[config.mk]
export PLATFORM = sky130hd
export DESIGN_NAME = ilpr_palette_ram
export DESIGN_NICKNAME = d
export VERILOG_FILES = /design/src/indexed_line_pixel_render_unit_macros.svh /design/src/ilpr_pkg.sv /design/src/ilpr_palette_ram.sv
export SDC_FILE = /design/constraint.sdc
export NUM_CORES = 2
export LEC_CHECK = 0
export ABC_CLOCK_PERIOD_IN_PS = 3900
export BUFFER_PORTS_ARGS = -buffer_cell sky130_fd_sc_hd__buf_4
export CAP_MARGIN = 20
export CORE_MARGIN = 2
export CORE_UTILIZATION = 45
export CTS_CLUSTER_SIZE = 12
export DETAILED_ROUTE_END_ITERATION = 10
export PLACE_DENSITY = 0.58
export SLEW_MARGIN = 20
export SYNTH_ARGS = -nofsm -noshare
export SYNTH_HDL_FRONTEND = slang
export SYNTH_SLANG_ARGS = --single-unit
[constraint.sdc]
create_clock -name clk -period 3.9 [get_ports clk]
set_input_delay 1.17 -clock clk [delete_from_list [all_inputs] [get_ports clk]]
set_output_delay 1.17 -clock clk [all_outputs]
set_load 0.02 [all_outputs]
[src/indexed_line_pixel_render_unit_macros.svh]
// assertion helpers for the line render unit
`ifndef INDEXED_LINE_PIXEL_RENDER_UNIT_MACROS_SVH
`define INDEXED_LINE_PIXEL_RENDER_UNIT_MACROS_SVH

// same-cycle implication, quiet during reset
`define ILPR_ASSERT_NOW(label, ante, cons) \
    label: assert property (@(posedge clk) disable iff (!rst_n) (ante) |-> (cons)) \
        else $error("ilpr check failed");

// next-cycle implication, quiet during reset
`define ILPR_ASSERT_NEXT(label, ante, cons) \
    label: assert property (@(posedge clk) disable iff (!rst_n) (ante) |=> (cons)) \
        else $error("ilpr check failed");

`endif

[src/ilpr_pkg.sv]
`timescale 1ns / 1ps
package ilpr_pkg;

    localparam int CANVAS_W      = 256;
    localparam int CANVAS_H      = 256;
    localparam int PALETTE_DEPTH = 256;

    localparam int PAL_AW  = $clog2(PALETTE_DEPTH);
    localparam int COLOR_W = 16;
    localparam int POS_W   = 12;
    localparam int OFS_W   = 10;
    localparam int COORD_W = 16;
    localparam int OUT_W   = 8;
    localparam int CFG_W   = 10;

    localparam logic [1:0] ACT_PALETTE = 2'd0;
    localparam logic [1:0] ACT_LINE    = 2'd1;
    localparam logic [1:0] ACT_PIXEL   = 2'd2;

    localparam logic [1:0] CFG_OFFSET_X = 2'd0;
    localparam logic [1:0] CFG_OFFSET_Y = 2'd1;
    localparam logic [1:0] CFG_SCALE    = 2'd2;

    // one pixel ready for the write generator: base position and which of
    // the 2x2 writes land on the canvas, bit order (x,y) (x+1,y) (x,y+1) (x+1,y+1)
    typedef struct packed {
        logic [OUT_W-1:0] x;
        logic [OUT_W-1:0] y;
        logic [3:0]       mask;
    } pix_cmd_t;

    typedef struct packed {
        logic s1_valid;
        logic em_busy;
    } em_status_t;

endpackage

[src/ilpr_palette_ram.sv]
`timescale 1ns / 1ps
module ilpr_palette_ram (
    input  logic                               clk,
    input  logic                               we,
    input  logic [ilpr_pkg::PAL_AW-1:0]        waddr,
    input  logic [ilpr_pkg::COLOR_W-1:0]       wdata,
    input  logic                               re,
    input  logic [ilpr_pkg::PAL_AW-1:0]        raddr,
    output logic [ilpr_pkg::COLOR_W-1:0]       rdata
);

    logic [ilpr_pkg::COLOR_W-1:0] mem [ilpr_pkg::PALETTE_DEPTH];
    logic [ilpr_pkg::COLOR_W-1:0] rdata_reg;

    assign rdata = rdata_reg;

    always_ff @(posedge clk)
    begin
        if (we)
        begin
            mem[waddr] <= wdata;
        end
    end

    always_ff @(posedge clk)
    begin
        if (re)
        begin
            rdata_reg <= mem[raddr];
        end
    end

endmodule

==> impl_metrics.yaml <==
placement:
  io_buffers: 50
  gp_congestion: 0.886
  dp_hpwl_um: 278000
  dp_slack_ns: -0.767
  placedCellCount: 12700
  place_area_mm2: 0.172
power:
  p_clk_frac: 0.405
  seq_power_share: 0.537
  max-vdd-ir-drop_v: 0.000413
  p_sw_frac: 0.214
  p_switching_mw: 19.4
  p_per_area_mw_per_mm2: 492
  p_total_mw: 90.8
  power_frac_comb: 0.057
  p_int_mw: 71.4
  leakage_nw: 59.4
sta:
  finalCritPeriodShare: 0.974
  clock.fmax_mhz: 263
  setup_viol: 0
  min_period_ns: 3.80
  hold_viol_final: 0
  rsz0062_at_grt: "false"
  maxSlewViolCount: 0
  worst_slew_margin_rel: 0.159
  fin_setup_tns_ns: 0
  worst_slack_ns: 0.102
  skew_ns: 0.0673
  tightest_slew_ns: 1.25
grt:
  grt_max_degree: 129
  antenna_found_initial: 27
  track_usage: 0.245
  grt_pass1_vias: 80700
  grt_pass1_wl_um: 621000
  overflow: 0
clock_tree:
  cts.path.max_buffers: 4
  numCtsBuffers: 418
  post_cts_buffers: 0
  cts_sinks: 4112
  clkTransAtPathRegs_ns: 0.06
  cts_root_buf: "clkbuf_16"
  cts_max_level: 5
  cts_tree: "done"
  clkLatencyLatePin_ns: 0.99
  ctsHoldBuffers: 0
  post_cts_resized: 0
routing:
  final_antenna_net_count: 0
  wl_met3_um: 35300
  dr.pass1.iters: 6
  drcViolationCount: 0
  met1Wirelength_um: 183000
  num_vias: 81100
  avgRoutedWirePerCell_um: 32.9
  wl_met2_um: 208000
  drt_iter0_markers: 10800
  top_layer_used: "met5"
  viasPerCell: 6.07
  wl_um: 440000
floorplanning:
  io_pins: 51
  rows: 218
  die_x_um: 598
  die_area_mm2: 0.358
  core-area_mm2: 0.352
  start_util: 0.451
  die_h_um: 598
flow_run:
  max_cap_viol_count: 0
layout:
  layout-drive-gt1-share: 0.293
  fin_cells: 13400
  syn_to_final_growth_pct: 16.1
  largest_reg_flops: 4096
  stdcell_area_mm2: 0.185
  fin_nets: 8384
logic_synthesis:
  synth.most_common_cell: "edfxtp_1"
  synth_cell_types: 51
  synth.avg_cell_area_um2: 21.6
  async_flop_share: 0
  syn_area_mm2: 0.159
  ys_ff_latch: 4112
  syn_inst: 7360
  yosys_warnings: 0
  yosys-top-cells-count: "edfxtp_1 (4112), mux4_2 (797), mux2i_1 (565)"
  ys.flop_type: "edfxtp_1"
  synth_edf_count: 4112
  synth_seq_area_share: 0.777
  ys_top_cells_by_area: "edfxtp_1 (78%), mux4_2 (11%), mux2i_1 (3.6%), o221ai_1 (1.4%), nor2_1 (0.72%)"
  synth_top_area_cell: "edfxtp_1"
  netlist.area_leader.share: 0.777
  syn_nets: 7395
setup_path:
  crit_arrival_ns: 4.56
  end_kind: "register"
  startpoint_type: "input port"
  crit_fanout: 18
  crit_required_ns: 4.67
  crit_type: "input port to register"
worst_hold_path:
  hold_path.class: "input port to register"
outcome:
  outcome: "completed"
## power by group through the flow
stage	Combinational, mW	Clock (mW)	Sequential (mW)
after floorplan	2.40	0	49.7
after detailed placement	5.20	0	49.7
after global routing	5.42	39.1	48.8
after CTS	5.20	37.4	48.8
after global placement	5.12	0	49.7
final	5.20	36.8	48.8
## worst paths after layout
path         slack [ns]   startpoint         to  depth (start not counted)
min reg2reg        1.22  mem[218][2]   rdata[2]                          6
max reg2reg        0.81   mem[31][7]   rdata[7]                          6
max                0.10     raddr[0]  rdata[11]                         12
min                0.61           re   rdata[2]                          1
## metrics by stage
step                hold WS (ns)  utilization
floorplan                  0.973            -
global placement            1.17        0.489
detailed placement          1.22        0.489
CTS                        0.527        0.524
global route               0.587        0.524
finish                     0.608        0.524
## placed cells by master (no fill, tap or decap), types with 31 or more instances in the layout
master and count:
clkbuf_1 131, mux2_2 88, o21ai_0 35, nor3_1 89
a21oi_1 175, mux4_2 797, clkbuf_16 425, o221ai_1 252
clkinv_1 81, nor2_2 99, nand2_1 37, mux2i_1 565
buf_12 155, a22oi_1 43, a22o_1 32, buf_4 846
nor2_1 204, o22ai_1 148, edfxtp_1 4112, clkinv_2 31
## kinds of logic after synthesis
family / after synthesis / share of synthesized area
mux: 1450 / 0.155
compound gates: 786 / 0.0353
simple gates: 556 / 0.0157
buf+inv: 456 / 0.0169
flops: 4112 / 0.777
## routing by layer
layer | GRT usage | up-vias
met5 | 0 | -
met4 | 0.0739 | 10
met3 | 0.0392 | 592
li1 | - | 33300
met1 | 0.356 | 43700
met2 | 0.384 | 3588
## final cells by class
type	count	area (µm²)
Timing Repair Buffer	1021	9760
Antenna cell	8	20.0
Sequential cell	4112	123000
Inverter	4	27.5
Multi-Input combinational cell	2792	33100
Tap cell	4730	5920
Clock buffer	556	11100
Fill cell	27300	168000
Clock inverter	146	1090
## critical path, stage by stage
cell and delay [ns]:
buf_16 0.17, buf_12 0.22, buf_12 0.21, buf_4 0.38
buf_12 0.21, mux2i_1 0.09, o221ai_1 0.25, buf_4 0.19
o32ai_1 0.09, a21oi_1 0.52, nand4_1 0.56, nor4_1 0.41
No activity file was read; power rests on OpenSTA's default activity.
