**config.mk**
```make
export PLATFORM = sky130hd
export DESIGN_NAME = ilpr_emitter
export DESIGN_NICKNAME = d
export VERILOG_FILES = /design/src/indexed_line_pixel_render_unit_macros.svh /design/src/ilpr_pkg.sv /design/src/ilpr_emitter.sv
export SDC_FILE = /design/constraint.sdc
export NUM_CORES = 1
export LEC_CHECK = 0
export BUFFER_PORTS_ARGS = -buffer_cell sky130_fd_sc_hd__buf_2
export CAP_MARGIN = 20
export CORE_UTILIZATION = 42
export DETAILED_ROUTE_END_ITERATION = 8
export GPL_ROUTABILITY_DRIVEN = 0
export HOLD_SLACK_MARGIN = 0.02
export PLACE_DENSITY = 0.79
export REMOVE_ABC_BUFFERS = 1
export SYNTH_ARGS = -nofsm -noshare
export SYNTH_HDL_FRONTEND = slang
export SYNTH_SLANG_ARGS = --single-unit
```
**constraint.sdc**
```tcl
create_clock -name clk -period 3.9 [get_ports clk]
set_clock_uncertainty 0.2 [all_clocks]
set_input_delay 0.195 -clock clk [delete_from_list [all_inputs] [get_ports clk]]
set_output_delay 0.195 -clock clk [all_outputs]
set_load 0.03 [all_outputs]
```
**src/indexed_line_pixel_render_unit_macros.svh**
```systemverilog
// assertion helpers for the line render unit
`ifndef INDEXED_LINE_PIXEL_RENDER_UNIT_MACROS_SVH
`define INDEXED_LINE_PIXEL_RENDER_UNIT_MACROS_SVH

// same-cycle implication, quiet during reset
`define ILPR_ASSERT_NOW(label, ante, cons) \
    label: assert property (@(posedge clk) disable iff (!rst_n) (ante) |-> (cons)) \
        else $error("ilpr check failed");

// next-cycle implication, quiet during reset
`define ILPR_ASSERT_NEXT(label, ante, cons) \
    label: assert property (@(posedge clk) disable iff (!rst_n) (ante) |=> (cons)) \
        else $error("ilpr check failed");

`endif

```
**src/ilpr_pkg.sv**
```systemverilog
`timescale 1ns / 1ps
package ilpr_pkg;

    localparam int CANVAS_W      = 256;
    localparam int CANVAS_H      = 256;
    localparam int PALETTE_DEPTH = 256;

    localparam int PAL_AW  = $clog2(PALETTE_DEPTH);
    localparam int COLOR_W = 16;
    localparam int POS_W   = 12;
    localparam int OFS_W   = 10;
    localparam int COORD_W = 16;
    localparam int OUT_W   = 8;
    localparam int CFG_W   = 10;

    localparam logic [1:0] ACT_PALETTE = 2'd0;
    localparam logic [1:0] ACT_LINE    = 2'd1;
    localparam logic [1:0] ACT_PIXEL   = 2'd2;

    localparam logic [1:0] CFG_OFFSET_X = 2'd0;
    localparam logic [1:0] CFG_OFFSET_Y = 2'd1;
    localparam logic [1:0] CFG_SCALE    = 2'd2;

    // one pixel ready for the write generator: base position and which of
    // the 2x2 writes land on the canvas, bit order (x,y) (x+1,y) (x,y+1) (x+1,y+1)
    typedef struct packed {
        logic [OUT_W-1:0] x;
        logic [OUT_W-1:0] y;
        logic [3:0]       mask;
    } pix_cmd_t;

    typedef struct packed {
        logic s1_valid;
        logic em_busy;
    } em_status_t;

endpackage

```
**src/ilpr_emitter.sv**
```systemverilog
`timescale 1ns / 1ps
module ilpr_emitter (
    input  logic                              clk,
    input  logic                              rst_n,
    input  logic                              push,
    input  ilpr_pkg::pix_cmd_t                cmd,
    input  logic [ilpr_pkg::COLOR_W-1:0]      rd_color,
    output logic                              busy,
    output ilpr_pkg::em_status_t              status,
    output logic                              out_valid,
    input  logic                              out_stall,
    output logic [ilpr_pkg::OUT_W-1:0]        canvas_x,
    output logic [ilpr_pkg::OUT_W-1:0]        canvas_y,
    output logic [ilpr_pkg::COLOR_W-1:0]      pixel_color,
    output logic                              last_write
);

    // s1: pixel waiting for its palette read; em: pixel being expanded
    logic                         s1_valid_reg;
    ilpr_pkg::pix_cmd_t           s1_cmd_reg;
    logic [3:0]                   em_mask_reg;
    logic [3:0]                   em_mask_next;
    logic [ilpr_pkg::OUT_W-1:0]   em_x_reg;
    logic [ilpr_pkg::OUT_W-1:0]   em_y_reg;
    logic [ilpr_pkg::COLOR_W-1:0] em_color_reg;
    logic                         out_valid_reg;
    logic [ilpr_pkg::OUT_W-1:0]   canvas_x_reg;
    logic [ilpr_pkg::OUT_W-1:0]   canvas_y_reg;
    logic [ilpr_pkg::COLOR_W-1:0] pixel_color_reg;
    logic                         last_write_reg;

    logic                         out_free;
    logic                         fire;
    logic [3:0]                   low_bit;
    logic [3:0]                   mask_rest;
    logic                         em_load;

    always_comb
    begin
        out_free  = !out_valid_reg || !out_stall;
        fire      = (em_mask_reg != 4'd0) && out_free;
        low_bit   = em_mask_reg & (~em_mask_reg + 4'd1);
        mask_rest = em_mask_reg & ~low_bit;
        em_load   = s1_valid_reg && ((fire ? mask_rest : em_mask_reg) == 4'd0);

        em_mask_next = em_mask_reg;
        if (em_load)
        begin
            em_mask_next = s1_cmd_reg.mask;
        end
        else if (fire)
        begin
            em_mask_next = mask_rest;
        end

        busy            = s1_valid_reg && !em_load;
        status.s1_valid = s1_valid_reg;
        status.em_busy  = em_mask_reg != 4'd0;
        out_valid       = out_valid_reg;
        canvas_x        = canvas_x_reg;
        canvas_y        = canvas_y_reg;
        pixel_color     = pixel_color_reg;
        last_write      = last_write_reg;
    end

    always_ff @(posedge clk or negedge rst_n)
    begin
        if (!rst_n)
        begin
            s1_valid_reg  <= 1'b0;
            em_mask_reg   <= '0;
            out_valid_reg <= 1'b0;
        end
        else
        begin
            em_mask_reg <= em_mask_next;
            if (push)
            begin
                s1_valid_reg <= 1'b1;
            end
            else if (em_load)
            begin
                s1_valid_reg <= 1'b0;
            end
            if (fire)
            begin
                out_valid_reg <= 1'b1;
            end
            else if (!out_stall)
            begin
                out_valid_reg <= 1'b0;
            end
        end
    end

    always_ff @(posedge clk)
    begin
        if (push)
        begin
            s1_cmd_reg <= cmd;
        end
        if (em_load)
        begin
            em_x_reg     <= s1_cmd_reg.x;
            em_y_reg     <= s1_cmd_reg.y;
            em_color_reg <= rd_color;
        end
        if (fire)
        begin
            canvas_x_reg    <= em_x_reg + ilpr_pkg::OUT_W'(low_bit[1] | low_bit[3]);
            canvas_y_reg    <= em_y_reg + ilpr_pkg::OUT_W'(low_bit[2] | low_bit[3]);
            pixel_color_reg <= em_color_reg;
            last_write_reg  <= mask_rest == 4'd0;
        end
    end

endmodule
```
==> impl_metrics.env <==
export IMPL_die_area_sq_mm=0.008019
export IMPL_synthAdderAreaFrac_pct=1.866
export IMPL_min_period_ns=2.569
export IMPL_grt_pass1_vias=1601
export IMPL_hpwl_mm=3.285
export IMPL_synthXorXnorAreaFrac_pct=3.265
export IMPL_drtPass1Iterations=4
export IMPL_synth_ff_latch_count=91
export IMPL_p_per_area_mw_per_mm2=794.8
export IMPL_synth_distinct_cells=31
export IMPL_setup_worst_path_start_class="flip-flop"
export IMPL_path_class="flip-flop to flip-flop"
export IMPL_cts_path_max_buffers=2
export IMPL_path_cells="a2111oi_4 > nor2b_1 > nor3_2 > buf_12"
export IMPL_min_period_over_period_pct=65.88
export IMPL_num_io_pins=77
export IMPL_syn_to_final_growth_pct=33.66
export IMPL_routed_via_density=4.469
export IMPL_routed_via_count=1734
export IMPL_maxCapViolCount=0
export IMPL_core_area_sq_mm=0.007331
export IMPL_use_met1_pct=15.53
export IMPL_syn_avg_cell_area_sq_um=19.75
export IMPL_grt_busiest_layer="met2"
export IMPL_fill_cells=583
export IMPL_wl_mm=4.918
export IMPL_drive_gt1_share_pct=34.26
export IMPL_fmax_ghz=0.3892
export IMPL_setup_viol=0
export IMPL_die_h_um=89.55
export IMPL_yosys_area_top_type_share_pct=79.28
export IMPL_status="finished, final reports clean"
export IMPL_synth_area_mux_share_pct=0
export IMPL_path_clk_slew_ns=0.09
export IMPL_postCtsHoldBufs=38
export IMPL_finalHoldWorstSlack_ns=0.1336
export IMPL_layout_common_cells="edfxtp_1 (85), buf_2 (76), dlygate4sd3_1 (38)"
export IMPL_drc_errors=0
export IMPL_synth_compound_area_share_pct=4.353
export IMPL_cts_made_buffers=9
export IMPL_critical_path_required_ns=3.76
export IMPL_relSlewSlack_pct=37.85
export IMPL_rrSetupSlack_ns=1.33
export IMPL_num_nets_final=328
export IMPL_final_common_cell="edfxtp_1"
export IMPL_first_iter_violations=104
export IMPL_synth_simple_area_share_pct=4.547
export IMPL_initial_core_util_pct=43.92
export IMPL_setup_tns_ns=0
export IMPL_hold_path_endpoint="s1_cmd_reg[16]"
export IMPL_synth_top_family_by_area="simple AND/OR/NAND/NOR gates"
export IMPL_synth_area_leaders="edfxtp_1 (79%), dfrtp_1 (4.7%), xnor2_1 (2.2%)"
export IMPL_final_hold_viol_count=0
export IMPL_port_buffers=76
export IMPL_worstPathMaxFanout=22
export IMPL_antenna_found_initial=0
export IMPL_grtUsageTotal_pct=13.32
export IMPL_reg2reg_to="em_x_reg[0]"
export IMPL_insertion_delay_ns=0.35
export IMPL_die_x_um=89.55
export IMPL_largest_register_ffs=20
export IMPL_netlist_instances=163
export IMPL_max_stage_delay_ns=0.73
export IMPL_antenna_cells=0
export IMPL_cts_setup_buffers=0
export IMPL_cts_tree="done"
export IMPL_cp_arrival_ns=2.43
export IMPL_ant_nets=0
export IMPL_finish_utilization_pct=58.70
export IMPL_min_path_type="input port to flip-flop"
export IMPL_cellLeakagePower_nw=1.657
export IMPL_cts_resized_gates=0
export IMPL_met3_usage_pct=5.448
export IMPL_hold_depth=1
export IMPL_syn_area_sq_mm=0.003219
export IMPL_yosysTopAreaCell="edfxtp_1"
export IMPL_clock_sinks=91
export IMPL_r2r_cells=4
export IMPL_final_max_slew_viol_count=0
export IMPL_cts_root_buf="clkbuf_8"
export IMPL_hp_start="push"
export IMPL_yosysSeqAreaShare_pct=83.95
export IMPL_worst_setup_path_end_kind="flip-flop"
export IMPL_gr_usage_met2_pct=22.45
export IMPL_slowest_stage="nor3_2"
export IMPL_wire_per_inst_um=12.68
export IMPL_yosysWarnings=0
export IMPL_ir_worst_vdd_mv=0.2716
export IMPL_row_count=31
export IMPL_grt_max_degree=34
export IMPL_rsz0062_at_grt="false"
export IMPL_gr_total_overflow=0
export IMPL_r2r_start="em_mask_reg[2]"
export IMPL_htreeDepth=3
export IMPL_tightest_slew_ns=0.9272
export IMPL_grt_pass1_wl_mm=7.458
-- synthesized netlist by cell type --
cell type / count
a21oi_1: 1
o21a_1: 1
xnor2_1: 8
buf_6: 2
and2_0: 1
nand3_1: 4
edfxtp_1: 85
nand4_1: 2
and3_1: 3
a221oi_2: 1
nor2_2: 1
a311oi_2: 1
nand2_1: 5
o31ai_1: 1
xor2_1: 4
and2_1: 2
buf_4: 1
clkbuf_1: 1
or3_1: 2
ha_1: 4
inv_1: 7
nor2b_1: 1
nor3_1: 2
a2111oi_4: 1
o41ai_1: 5
nor2_1: 6
maj3_1: 1
dfrtp_1: 6
clkbuf_2: 1
a211o_1: 1
o21ai_0: 2
-- where the power goes --
group / internal (mW) / switching [mW] / leakage (nW)
Clock: 0.257 / 0.361 / 0.104
Sequential: 1.57 / 0.178 / 0.888
Combinational: 0.331 / 0.726 / 0.665
-- cell families (layout without fill, tap and decap cells) --
logic type | after synthesis | in the layout
simple gates | 29 | 29
buf+inv | 12 | 138
compound gates | 14 | 14
xor+xnor | 12 | 12
fa+ha+maj | 5 | 5
flops | 91 | 91
-- stage by stage --
| stage | area [sq um] | power (mW) | instances | setup slack [ns] |
|---|---|---|---|---|
| global route | 4303 | 3.612 | 388 | 1.177 |
| detailed placement | 3717 | 2.807 | 334 | 1.337 |
| global placement | 3717 | 2.768 | 334 | 1.436 |
| CTS | 4303 | 3.451 | 388 | 1.316 |
| floorplan | 3181 | 2.463 | 158 | -0.01272 |
| finish | 4303 | 3.420 | 388 | 1.331 |
-- cell type report --
class                      instances  area [sq um]  share of cell area [%]
clock buffer                       9         123.9                   2.879
clock inverter                     7         81.33                   1.890
inverter                           7         26.28                  0.6106
multi-input combinational         60         464.2                   10.79
sequential                        91          2703                   62.81
tap                               99         123.9                   2.879
timing repair buffer             115         780.7                   18.14
-- worst max-delay path: cells and delay by family, from the launching register on --
family | cells | cell delay [ns]
flops | 1 | 0.51
compound gates | 1 | 0.38
simple gates | 2 | 0.92
buf+inv | 1 | 0.26
-- worst max-delay path by stage --
stage                               from  slack (ns)          endpoint
after floorplan                out_valid       -0.01   em_color_reg[0]
after global placement    em_mask_reg[2]        1.44  em_color_reg[14]
after detailed placement  em_mask_reg[2]        1.34       em_x_reg[1]
after CTS                 em_mask_reg[2]        1.32       em_x_reg[0]
after global routing      em_mask_reg[2]        1.18       em_x_reg[0]
final                     em_mask_reg[2]        1.33       em_x_reg[0]
-- layer usage --
layer  vias up  wire [um]
met5         -          0
met4         0         32
met3         5        252
met2        48       2600
met1       815       2032
li1        866          -
Power figures use the tool's default switching activity.
