File: src/indexed_line_pixel_render_unit_macros.svh
// assertion helpers for the line render unit
`ifndef INDEXED_LINE_PIXEL_RENDER_UNIT_MACROS_SVH
`define INDEXED_LINE_PIXEL_RENDER_UNIT_MACROS_SVH

// same-cycle implication, quiet during reset
`define ILPR_ASSERT_NOW(label, ante, cons) \
    label: assert property (@(posedge clk) disable iff (!rst_n) (ante) |-> (cons)) \
        else $error("ilpr check failed");

// next-cycle implication, quiet during reset
`define ILPR_ASSERT_NEXT(label, ante, cons) \
    label: assert property (@(posedge clk) disable iff (!rst_n) (ante) |=> (cons)) \
        else $error("ilpr check failed");

`endif

File: src/ilpr_pkg.sv
`timescale 1ns / 1ps
package ilpr_pkg;

    localparam int CANVAS_W      = 256;
    localparam int CANVAS_H      = 256;
    localparam int PALETTE_DEPTH = 256;

    localparam int PAL_AW  = $clog2(PALETTE_DEPTH);
    localparam int COLOR_W = 16;
    localparam int POS_W   = 12;
    localparam int OFS_W   = 10;
    localparam int COORD_W = 16;
    localparam int OUT_W   = 8;
    localparam int CFG_W   = 10;

    localparam logic [1:0] ACT_PALETTE = 2'd0;
    localparam logic [1:0] ACT_LINE    = 2'd1;
    localparam logic [1:0] ACT_PIXEL   = 2'd2;

    localparam logic [1:0] CFG_OFFSET_X = 2'd0;
    localparam logic [1:0] CFG_OFFSET_Y = 2'd1;
    localparam logic [1:0] CFG_SCALE    = 2'd2;

    // one pixel ready for the write generator: base position and which of
    // the 2x2 writes land on the canvas, bit order (x,y) (x+1,y) (x,y+1) (x+1,y+1)
    typedef struct packed {
        logic [OUT_W-1:0] x;
        logic [OUT_W-1:0] y;
        logic [3:0]       mask;
    } pix_cmd_t;

    typedef struct packed {
        logic s1_valid;
        logic em_busy;
    } em_status_t;

endpackage

File: src/ilpr_front.sv
`timescale 1ns / 1ps
module ilpr_front (
    input  logic                              clk,
    input  logic                              rst_n,
    input  logic                              cfg_we,
    input  logic [1:0]                        cfg_index,
    input  logic [ilpr_pkg::CFG_W-1:0]        cfg_data,
    input  logic                              take,
    input  logic [1:0]                        action,
    input  logic [7:0]                        color_index,
    input  logic [ilpr_pkg::COLOR_W-1:0]      palette_color,
    input  logic [ilpr_pkg::POS_W-1:0]        frame_x,
    input  logic [ilpr_pkg::POS_W-1:0]        line_y,
    input  logic [ilpr_pkg::POS_W-1:0]        line_width,
    input  logic [7:0]                        transparent_index,
    input  logic [7:0]                        background_index,
    input  logic                              dispose_background,
    input  logic                              has_transparency,
    output logic                              pal_we,
    output logic [ilpr_pkg::PAL_AW-1:0]       pal_waddr,
    output logic [ilpr_pkg::COLOR_W-1:0]      pal_wdata,
    output logic                              pal_re,
    output logic [ilpr_pkg::PAL_AW-1:0]       pal_raddr,
    output logic                              push,
    output ilpr_pkg::pix_cmd_t                cmd
);

    logic [ilpr_pkg::OFS_W-1:0]   offset_x_reg;
    logic [ilpr_pkg::OFS_W-1:0]   offset_y_reg;
    logic                         scale_reg;
    logic [ilpr_pkg::POS_W-1:0]   origin_reg;
    logic [ilpr_pkg::POS_W-1:0]   row_reg;
    logic [ilpr_pkg::POS_W-1:0]   length_reg;
    logic [ilpr_pkg::POS_W-1:0]   column_reg;
    logic [ilpr_pkg::POS_W-1:0]   column_next;
    logic [7:0]                   t_idx_reg;
    logic [7:0]                   b_idx_reg;
    logic                         dispose_reg;
    logic                         transp_reg;

    logic                         is_pixel;
    logic                         in_line;
    logic                         is_transp;
    logic                         skip;
    logic [7:0]                   idx;
    logic [ilpr_pkg::COORD_W-1:0] x_raw;
    logic [ilpr_pkg::COORD_W-1:0] y_raw;
    logic [ilpr_pkg::COORD_W-1:0] xs;
    logic [ilpr_pkg::COORD_W-1:0] ys;
    logic [ilpr_pkg::COORD_W-1:0] x1;
    logic [ilpr_pkg::COORD_W-1:0] y1;
    logic                         x0_in;
    logic                         x1_in;
    logic                         y0_in;
    logic                         y1_in;

    always_comb
    begin
        is_pixel  = take && (action == ilpr_pkg::ACT_PIXEL);
        in_line   = column_reg < length_reg;
        is_transp = color_index == t_idx_reg;
        skip      = !dispose_reg && transp_reg && is_transp;
        idx       = (dispose_reg && is_transp) ? b_idx_reg : color_index;

        x_raw = ilpr_pkg::COORD_W'(offset_x_reg) + ilpr_pkg::COORD_W'(origin_reg)
              + ilpr_pkg::COORD_W'(column_reg);
        y_raw = ilpr_pkg::COORD_W'(offset_y_reg) + ilpr_pkg::COORD_W'(row_reg);
        xs    = scale_reg ? {x_raw[ilpr_pkg::COORD_W-2:0], 1'b0} : x_raw;
        ys    = scale_reg ? {y_raw[ilpr_pkg::COORD_W-2:0], 1'b0} : y_raw;
        x1    = xs + ilpr_pkg::COORD_W'(1);
        y1    = ys + ilpr_pkg::COORD_W'(1);
        x0_in = xs < ilpr_pkg::COORD_W'(ilpr_pkg::CANVAS_W);
        x1_in = x1 < ilpr_pkg::COORD_W'(ilpr_pkg::CANVAS_W);
        y0_in = ys < ilpr_pkg::COORD_W'(ilpr_pkg::CANVAS_H);
        y1_in = y1 < ilpr_pkg::COORD_W'(ilpr_pkg::CANVAS_H);

        cmd.x       = xs[ilpr_pkg::OUT_W-1:0];
        cmd.y       = ys[ilpr_pkg::OUT_W-1:0];
        cmd.mask[0] = x0_in && y0_in;
        cmd.mask[1] = scale_reg && x1_in && y0_in;
        cmd.mask[2] = scale_reg && x0_in && y1_in;
        cmd.mask[3] = scale_reg && x1_in && y1_in;

        // column advances even for skipped or off-canvas pixels
        column_next = column_reg;
        if (take && (action == ilpr_pkg::ACT_LINE))
        begin
            column_next = '0;
        end
        else if (is_pixel && in_line)
        begin
            column_next = column_reg + ilpr_pkg::POS_W'(1);
        end

        push      = is_pixel && in_line && !skip && (cmd.mask != 4'd0);
        pal_re    = push;
        pal_raddr = ilpr_pkg::PAL_AW'(idx);
        pal_we    = take && (action == ilpr_pkg::ACT_PALETTE)
                 && (ilpr_pkg::PAL_AW'(color_index) == color_index);
        pal_waddr = ilpr_pkg::PAL_AW'(color_index);
        pal_wdata = palette_color;
    end

    always_ff @(posedge clk or negedge rst_n)
    begin
        if (!rst_n)
        begin
            offset_x_reg <= '0;
            offset_y_reg <= '0;
            scale_reg    <= 1'b0;
        end
        else if (cfg_we)
        begin
            case (cfg_index)
                ilpr_pkg::CFG_OFFSET_X: offset_x_reg <= cfg_data;
                ilpr_pkg::CFG_OFFSET_Y: offset_y_reg <= cfg_data;
                ilpr_pkg::CFG_SCALE:    scale_reg    <= cfg_data[0];
                default: ;
            endcase
        end
    end

    always_ff @(posedge clk or negedge rst_n)
    begin
        if (!rst_n)
        begin
            origin_reg  <= '0;
            row_reg     <= '0;
            length_reg  <= '0;
            column_reg  <= '0;
            t_idx_reg   <= '0;
            b_idx_reg   <= '0;
            dispose_reg <= 1'b0;
            transp_reg  <= 1'b0;
        end
        else
        begin
            column_reg <= column_next;
            if (take && (action == ilpr_pkg::ACT_LINE))
            begin
                origin_reg  <= frame_x;
                row_reg     <= line_y;
                length_reg  <= line_width;
                t_idx_reg   <= transparent_index;
                b_idx_reg   <= background_index;
                dispose_reg <= dispose_background;
                transp_reg  <= has_transparency;
            end
        end
    end

endmodule

File: config.mk
export PLATFORM = sky130hd
export DESIGN_NAME = ilpr_front
export DESIGN_NICKNAME = d
export VERILOG_FILES = /design/src/indexed_line_pixel_render_unit_macros.svh /design/src/ilpr_pkg.sv /design/src/ilpr_front.sv
export SDC_FILE = /design/constraint.sdc
export NUM_CORES = 1
export LEC_CHECK = 0
export BUFFER_PORTS_ARGS = -buffer_cell sky130_fd_sc_hd__buf_2
export CORE_ASPECT_RATIO = 0.9
export CORE_MARGIN = 4
export CORE_UTILIZATION = 50
export CTS_CLUSTER_SIZE = 14
export DETAILED_ROUTE_END_ITERATION = 12
export GPL_TIMING_DRIVEN = 0
export PLACE_DENSITY = 0.87
export SETUP_SLACK_MARGIN = 0.2
export SLEW_MARGIN = 20
export SYNTH_ARGS = -nofsm -noshare
export SYNTH_HDL_FRONTEND = slang
export SYNTH_SLANG_ARGS = --single-unit
export TNS_END_PERCENT = 5
File: constraint.sdc
create_clock -name clk -period 8.4 [get_ports clk]
set_input_delay 1.26 -clock clk [delete_from_list [all_inputs] [get_ports clk]]
set_output_delay 1.26 -clock clk [all_outputs]
set_load 0.005 [all_outputs]
==> reports/metrics.cfg, run 1 <==
[final_layout]
fin_cells=905
nets=891
areaGrowthSynthToFinish_pct=21.41
diodes=0
drive_gt1_share_pct=29.75
design_area_sq_um=6798
num-fill-cells=911

[die]
rows=36
initial_core_util_pct=51.37
pin_count=151
die_x_um=119.5
coreArea_sq_um=10900
die_area_sq_um=12960
die-height_um=108.4

[route]
antenna_left=0
drt_first_pass_iters=6
routed_wl_mm=14.72
post-route-drc-count=0
via_count=4945
via_per_inst=5.464
routedWlPerCell_um=16.26
drt_iter0_drc=302

[synthesis]
netlist_area_sq_um=5599
synth-edff-count=0
synth_compound_area_share_pct=11.31
synth_xor_area_share_pct=3.598
ys.flop_type=dfrtp_1
synth_nets=745
synth_top_area_cell=dfrtp_1
synthCells=602
synth_top_family_by_area=simple AND/OR/NAND/NOR gates
seq_area_frac_synth_pct=38.88
syn_area_per_cell_sq_um=9.301
synth-simple-area-share_pct=18.73
async_reset_ff_share_pct=100.0
ys_top_cells_by_area=dfrtp_1, nand2_1, ha_1, mux2_2, fa_1
synthMuxAreaShare_pct=8.670
yosysUniqueCellTypes=57
synth_top_area_share_pct=38.88
ys_ff_latch=87
synthAdderAreaFrac_pct=12.11
yosysWarnings=0

[timing]
finalSetupTns_ns=0
min_period_ns=5.678
hold_violations=0
rsz0062_at_grt=no
fmax_mhz=176.1
drv_slew=0
fin_crit_sh_pct=67.60
skew_ns=0.007884
relSlewSlack_pct=55.47
setup_violations=0
tightest_slew_ns=0.6679

[power_and_ir_drop]
powerDensity_nw_per_um2=244.0
netSwitchingFraction_pct=36.47
peakVddDrop_uv=123.7
power.switching_w=0.0006049
power_frac_seq_pct=32.7
p_leak_nw=3.459
p_clk_share_pct=24.9
intPower_w=0.001054
pwr-share-comb_pct=42.3

[clocking]
path_clk_slew_ns=0.06
hold_buffers=0
clock_tree.buffer_depth=2
clkLatencyLatePin_ns=0.34
cts_tree=yes
root_buffer=clkbuf_16
postCtsSetupRepairBufs=0
post_cts_resized=0
cts_sinks=87
numCtsBuffers=9
cts_max_level=3

[worst_setup_path]
cp.arrival_ns=4.42
path_max_fanout=6
cpPeakStageDelay_ns=0.63
endpoint_kind=output port
slowest_stage=nor4_2
cp.required_ns=7.14
critical_path_class=reg2out
start_kind=flop
cp_cell_sequence=inv_1, fa_1, inv_1, ha_1, fa_1, a21o_1, a221oi_1, o31ai_1, mux2i_1, o2111ai_1, nor4_2, and2_1, buf_4, buf_2

[hold_path]
hp-class=reg2reg

[flow_run]
maxCapViolCount=0

[run_status]
outcome=finished, final reports clean

[grt]
first_global_vias=4999
track_usage_pct=23.50
groute.layer.met1.usage_pct=29.94
grt_pass1_wl_mm=24.32
gr-usage-met3_pct=6.015
grt-ovfl-total=0
busiest_layer=met2
grt_util_met2_pct=39.40
grt_max_degree=54
antenna_found_initial=0

[placed_design]
hpwl_mm=11.09
dp.cells=889
place_area_sq_um=6490
port_buffers=134
place.gp.congestion=0.8552

==> cell usage in the layout, fill, tap and decap left out, drive strengths merged, types with 5 or more instances in the layout <==
master  instances
nor3b           5
nor2b           6
mux2           36
o31ai           6
a21o            9
nand3           7
nand4           5
nor4            7
o21ai          27
clkbuf         26
mux2i           8
buf           164
a21oi          19
or3             5
nor2           18
nand2         164
xnor2          20
ha             35
inv            27
dfrtp          87
fa             12
==> path summary, 6_finish.rpt <==
path                          startpoint              end  slack [ns]  depth (start not counted)
setup reg to reg           column_reg[7]    column_reg[8]        5.67                          8
min in group asynchronous          rst_n   origin_reg[10]        0.89                          1
hold / removal              b_idx_reg[5]     b_idx_reg[5]        0.48                          2
hold reg to reg             b_idx_reg[5]     b_idx_reg[5]        0.48                          2
max in group asynchronous          rst_n  offset_x_reg[3]        6.88                          2
setup / recovery           column_reg[1]             push        2.72                         14
==> synthesized netlist by cell type, drive strengths merged, types with 4 or more instances <==
master   count
fa          12
or4          4
o21ai       27
nand2      164
o21a         4
mux2i        8
xnor2       20
o2111ai      4
ha          35
o31ai        6
nor3b        5
nor2        18
a21o         9
buf         29
clkbuf      16
or3          5
nand4        5
nand3        7
nor4         7
dfrtp       87
a21oi       19
nor2b        6
inv         26
mux2        36
==> area by class of cell <==
type,count,area [sq um],share of cell area [%]
Multi-Input combinational cell,444,3047,44.82
Sequential cell,87,2177,32.03
Timing Repair Buffer,135,700.7,10.31
Buffer,45,277.8,4.086
Clock buffer,10,239.0,3.516
Tap cell,152,190.2,2.798
Inverter,26,97.59,1.436
Clock inverter,6,68.82,1.012
==> layer usage <==
layer / vias up / share of wire [%]
met5: - / 0
met4: 0 / 2.7
met3: 37 / 7.6
met2: 239 / 48
met1: 2326 / 42
li1: 2343 / -
==> metrics by stage <==
stage / setup slack, ns / total power, W / util (%) / hold slack, ns
floorplan: 3.853 / 0.001007 / - / 0.4417
global placement: 3.248 / 0.001212 / 59.26 / 0.4581
detailed placement: 3.192 / 0.001239 / 59.54 / 0.4628
CTS: 2.778 / 0.001665 / 62.36 / 0.4790
global route: 2.497 / 0.001772 / 62.36 / 0.5118
finish: 2.722 / 0.001659 / 62.36 / 0.4758
==> critical path: cells and delay by family (launching register included) <==
kind / cells / cell delay [ns]
compound gates: 4 / 1.13
flops: 1 / 0.47
simple gates: 2 / 0.86
buf+inv: 4 / 0.32
mux: 1 / 0.17
fa+ha+maj: 3 / 1.12
==> cell families after synthesis <==
| family | after synthesis |
|---|---|
| DFF | 87 |
| xor gates and xnor gates | 23 |
| and+or+nand+nor | 235 |
| muxes | 44 |
| buffers and inverters | 71 |
| adders and majority gates | 47 |
| AOI/OAI and AO/OA | 95 |
==> power groups by stage <==
stage,logic [W],registers (W),clock network [W]
2_1_floorplan,0.000475,0.000531,0
3_3_place_gp,0.000666,0.000546,0
3_5_place_dp,0.000689,0.000549,0
4_1_cts,0.000701,0.000542,0.000421
5_1_grt,0.000779,0.000552,0.000441
6_report,0.000702,0.000543,0.000414
(Power assumes the default switching activity.)
==> inputs of run 2 (changes only) <==
--- a/config.mk
+++ b/config.mk
@@ -5,10 +5,11 @@
 export SDC_FILE = /design/constraint.sdc
 export NUM_CORES = 1
 export LEC_CHECK = 0
+export ABC_AREA = 1
 export BUFFER_PORTS_ARGS = -buffer_cell sky130_fd_sc_hd__buf_2
 export CORE_ASPECT_RATIO = 0.9
 export CORE_MARGIN = 4
-export CORE_UTILIZATION = 50
+export CORE_UTILIZATION = 49
 export CTS_CLUSTER_SIZE = 14
 export DETAILED_ROUTE_END_ITERATION = 12
 export GPL_TIMING_DRIVEN = 0
==> constraint.sdc (replaced) <==
create_clock -name clk -period 4.9 [get_ports clk]
set_input_delay 0.735 -clock clk [delete_from_list [all_inputs] [get_ports clk]]
set_output_delay 0.735 -clock clk [all_outputs]
set_load 0.005 [all_outputs]
==> run 2 against run 1 <==
  * Clock-buffer cell count is 1 higher
  * Sequential cell count stayed put
  * Critical path depth is 2 higher
  * First-iteration DRC count is 93% higher
  * Sequential power is 68% higher
  * Wire length is 12% higher
  * Sequential share of layout area is 2.3 points lower
  * Clock power is 79% higher
  * Core utilization is 1.9 points lower
  * Worst hold slack worse by 0.10 ns
  * Global-route usage hardly changed
  * Critical path type unchanged
  * Critical endpoint unchanged
  * Largest cell class unchanged
  * Highest routed layer is now met5
==> reports/metrics.cfg, run 2 <==
[power_and_ir_drop]
netSwitchingFraction_pct=38.82
p_clk_share_pct=25.8
total_power_w=0.002865
power_frac_seq_pct=31.9
power.switching_w=0.001112
p_leak_nw=4.059
powerDensity_nw_per_um2=390.7
intPower_w=0.001753
pwr-share-comb_pct=42.3
peakVddDrop_uv=255.9

[clocking]
postCtsSetupRepairBufs=0
root_buffer=clkbuf_16
numCtsBuffers=9
hold_buffers=0
cts_sinks=87
cts_max_level=3
clkLatencyLatePin_ns=0.34
cts_tree=yes
clock_tree.buffer_depth=2
path_clk_slew_ns=0.06
post_cts_resized=0

[grt]
grt-ovfl-total=0
first_global_vias=5861
track_usage_pct=23.51
antenna_found_initial=1
grt_max_degree=51
grt_pass1_wl_mm=27.51

[worst_setup_path]
endpoint_kind=output port
cpMostUsedCell=nand2_1
cp.arrival_ns=3.58
cp_cell_sequence=inv_1, fa_1, inv_1, ha_1, fa_1, nand2_1, nand2_1, nand3_1, nand3b_1, nand3_1, nand2_1, nor3_2, nand2_1, nor3_2, buf_4, buf_2
cp-startpoint=column_reg[1]
slowest_stage=fa_1
rr_startpoint=column_reg[7]
cp.required_ns=4.16
start_kind=flop
path_max_fanout=4
cp.buffers_inverters=4
cpPeakStageDelay_ns=0.50
critical_path_class=reg2out
reg2reg_depth=8
cp_num_cells=16
cp_top_family=simple AND/OR/NAND/NOR gates

[route]
antenna_left=0
drt_iter0_drc=582
via_count=6016
post-route-drc-count=0
routedWlPerCell_um=14.44
via_per_inst=5.250
drt_first_pass_iters=5
routed_wl_mm=16.55

[final_layout]
areaGrowthSynthToFinish_pct=20.06
multiInputGateArea_sq_um=3301
layout_common_cells=nand2_1, buf_2, inv_1
num-fill-cells=1060
final_common_cell=nand2_1
drive_gt1_share_pct=21.60
nets=1124
seqCellArea_sq_um=2177
diodes=0

[hold_path]
hp-class=in2async

[die]
die_x_um=125.7
initial_core_util_pct=50.37
pin_count=151
coreArea_sq_um=12120
die_area_sq_um=14320
die-height_um=113.9
rows=38

[timing]
finalSetupTns_ns=0
setup_violations=0
min_period_ns=4.317
rsz0062_at_grt=no
hold_violations=0
setup_ws_ns=0.5829
hold_slack_ns=0.3733
drv_slew=0
fmax_mhz=231.6
relSlewSlack_pct=63.94
skew_ns=0.003332
tightest_slew_ns=0.5398
fin_crit_sh_pct=88.10

[synthesis]
synth_nets=978
async_reset_ff_share_pct=100.0
ys_ff_latch=87
synth_common_cells=nand2_1, inv_1, dfrtp_1, nand3_1, o21ai_0
yosysUniqueCellTypes=34
netlist_area_sq_um=6107
yosysWarnings=0
synth_top_area_share_pct=35.65
ys_top_cells_by_area=dfrtp_1, nand2_1, ha_1, inv_1, nand3_1
synth_top_area_cell=dfrtp_1
yosysMostFrequentCell=nand2_1
seq_area_frac_synth_pct=35.65
ys.flop_type=dfrtp_1
synthCells=835
synth-edff-count=0
syn_area_per_cell_sq_um=7.314

[placed_design]
port_buffers=134
hpwl_mm=12.86
dpl_worst_slack_ns=0.9770
place.gp.congestion=0.9228

[flow_run]
maxCapViolCount=0

[run_status]
outcome=finished, final reports clean

run 2: cell types whose count changed after synthesis, sizes merged, moves of 20 or more:
cell / previous run / this run
inv: 26 / 93
nor2: 18 / 38
mux2: 36 / 8
o21ai: 27 / 56
nand2: 164 / 308
nand3: 7 / 72
run 2: area by class of cell:
type / instances / area share (%)
multi-input cells: 608 / 45.02
flip-flops and latches: 87 / 29.69
repair buffers: 135 / 9.556
inverters: 93 / 4.761
well taps: 160 / 2.730
clock buffers: 11 / 3.311
clock inverters: 5 / 1.109
plain buffers: 47 / 3.823
run 2: final timing paths:
path                       slack [ns]        endpoint
max in group asynchronous        3.90      row_reg[5]
setup / recovery                 0.58            push
hold reg to reg                  0.48    b_idx_reg[0]
hold / removal                   0.37    b_idx_reg[7]
setup reg to reg                 2.68  column_reg[11]
min in group clk                 0.48    b_idx_reg[0]
run 2: cells by family (layout without fill, tap and decap cells):
| logic type | Yosys count | in the layout | share of synthesized area, % |
|---|---|---|---|
| AO/OA/AOI/OAI | 92 | 92 | 8.134 |
| flip-flops | 87 | 87 | 35.65 |
| AND/OR/NAND/NOR | 444 | 444 | 30.90 |
| multiplexers | 8 | 8 | 1.475 |
| adder cells (fa/ha/maj) | 47 | 47 | 11.10 |
| XOR/XNOR | 17 | 17 | 2.438 |
| buffers and inverters | 140 | 291 | 10.31 |
run 2: power groups by stage:
stage               clock network [W]  logic [W]  registers (W)
CTS                          0.000745    0.00120       0.000912
detailed placement                  0    0.00118       0.000922
global route                 0.000778    0.00138       0.000925
global placement                    0    0.00115       0.000920
finish                       0.000740    0.00121       0.000913
floorplan                           0   0.000827       0.000897
run 2: metal layers:
layer  GRT usage (%)  up-vias  wire (um)
li1                -     2933          -
met1           29.98     2792       6849
met2           39.56      242       7774
met3           5.384       47       1378
met4           8.309        2        531
met5               0        -         14
run 2: metrics by stage:
step | std cells | util, % | instance area [sq um]
final | 1146 | 60.47 | 7332
after floorplan | 835 | - | 6107
after global routing | 1146 | 60.47 | 7332
after detailed placement | 1130 | 57.80 | 7008
after global placement | 1129 | 57.55 | 6978
after CTS | 1146 | 60.47 | 7332
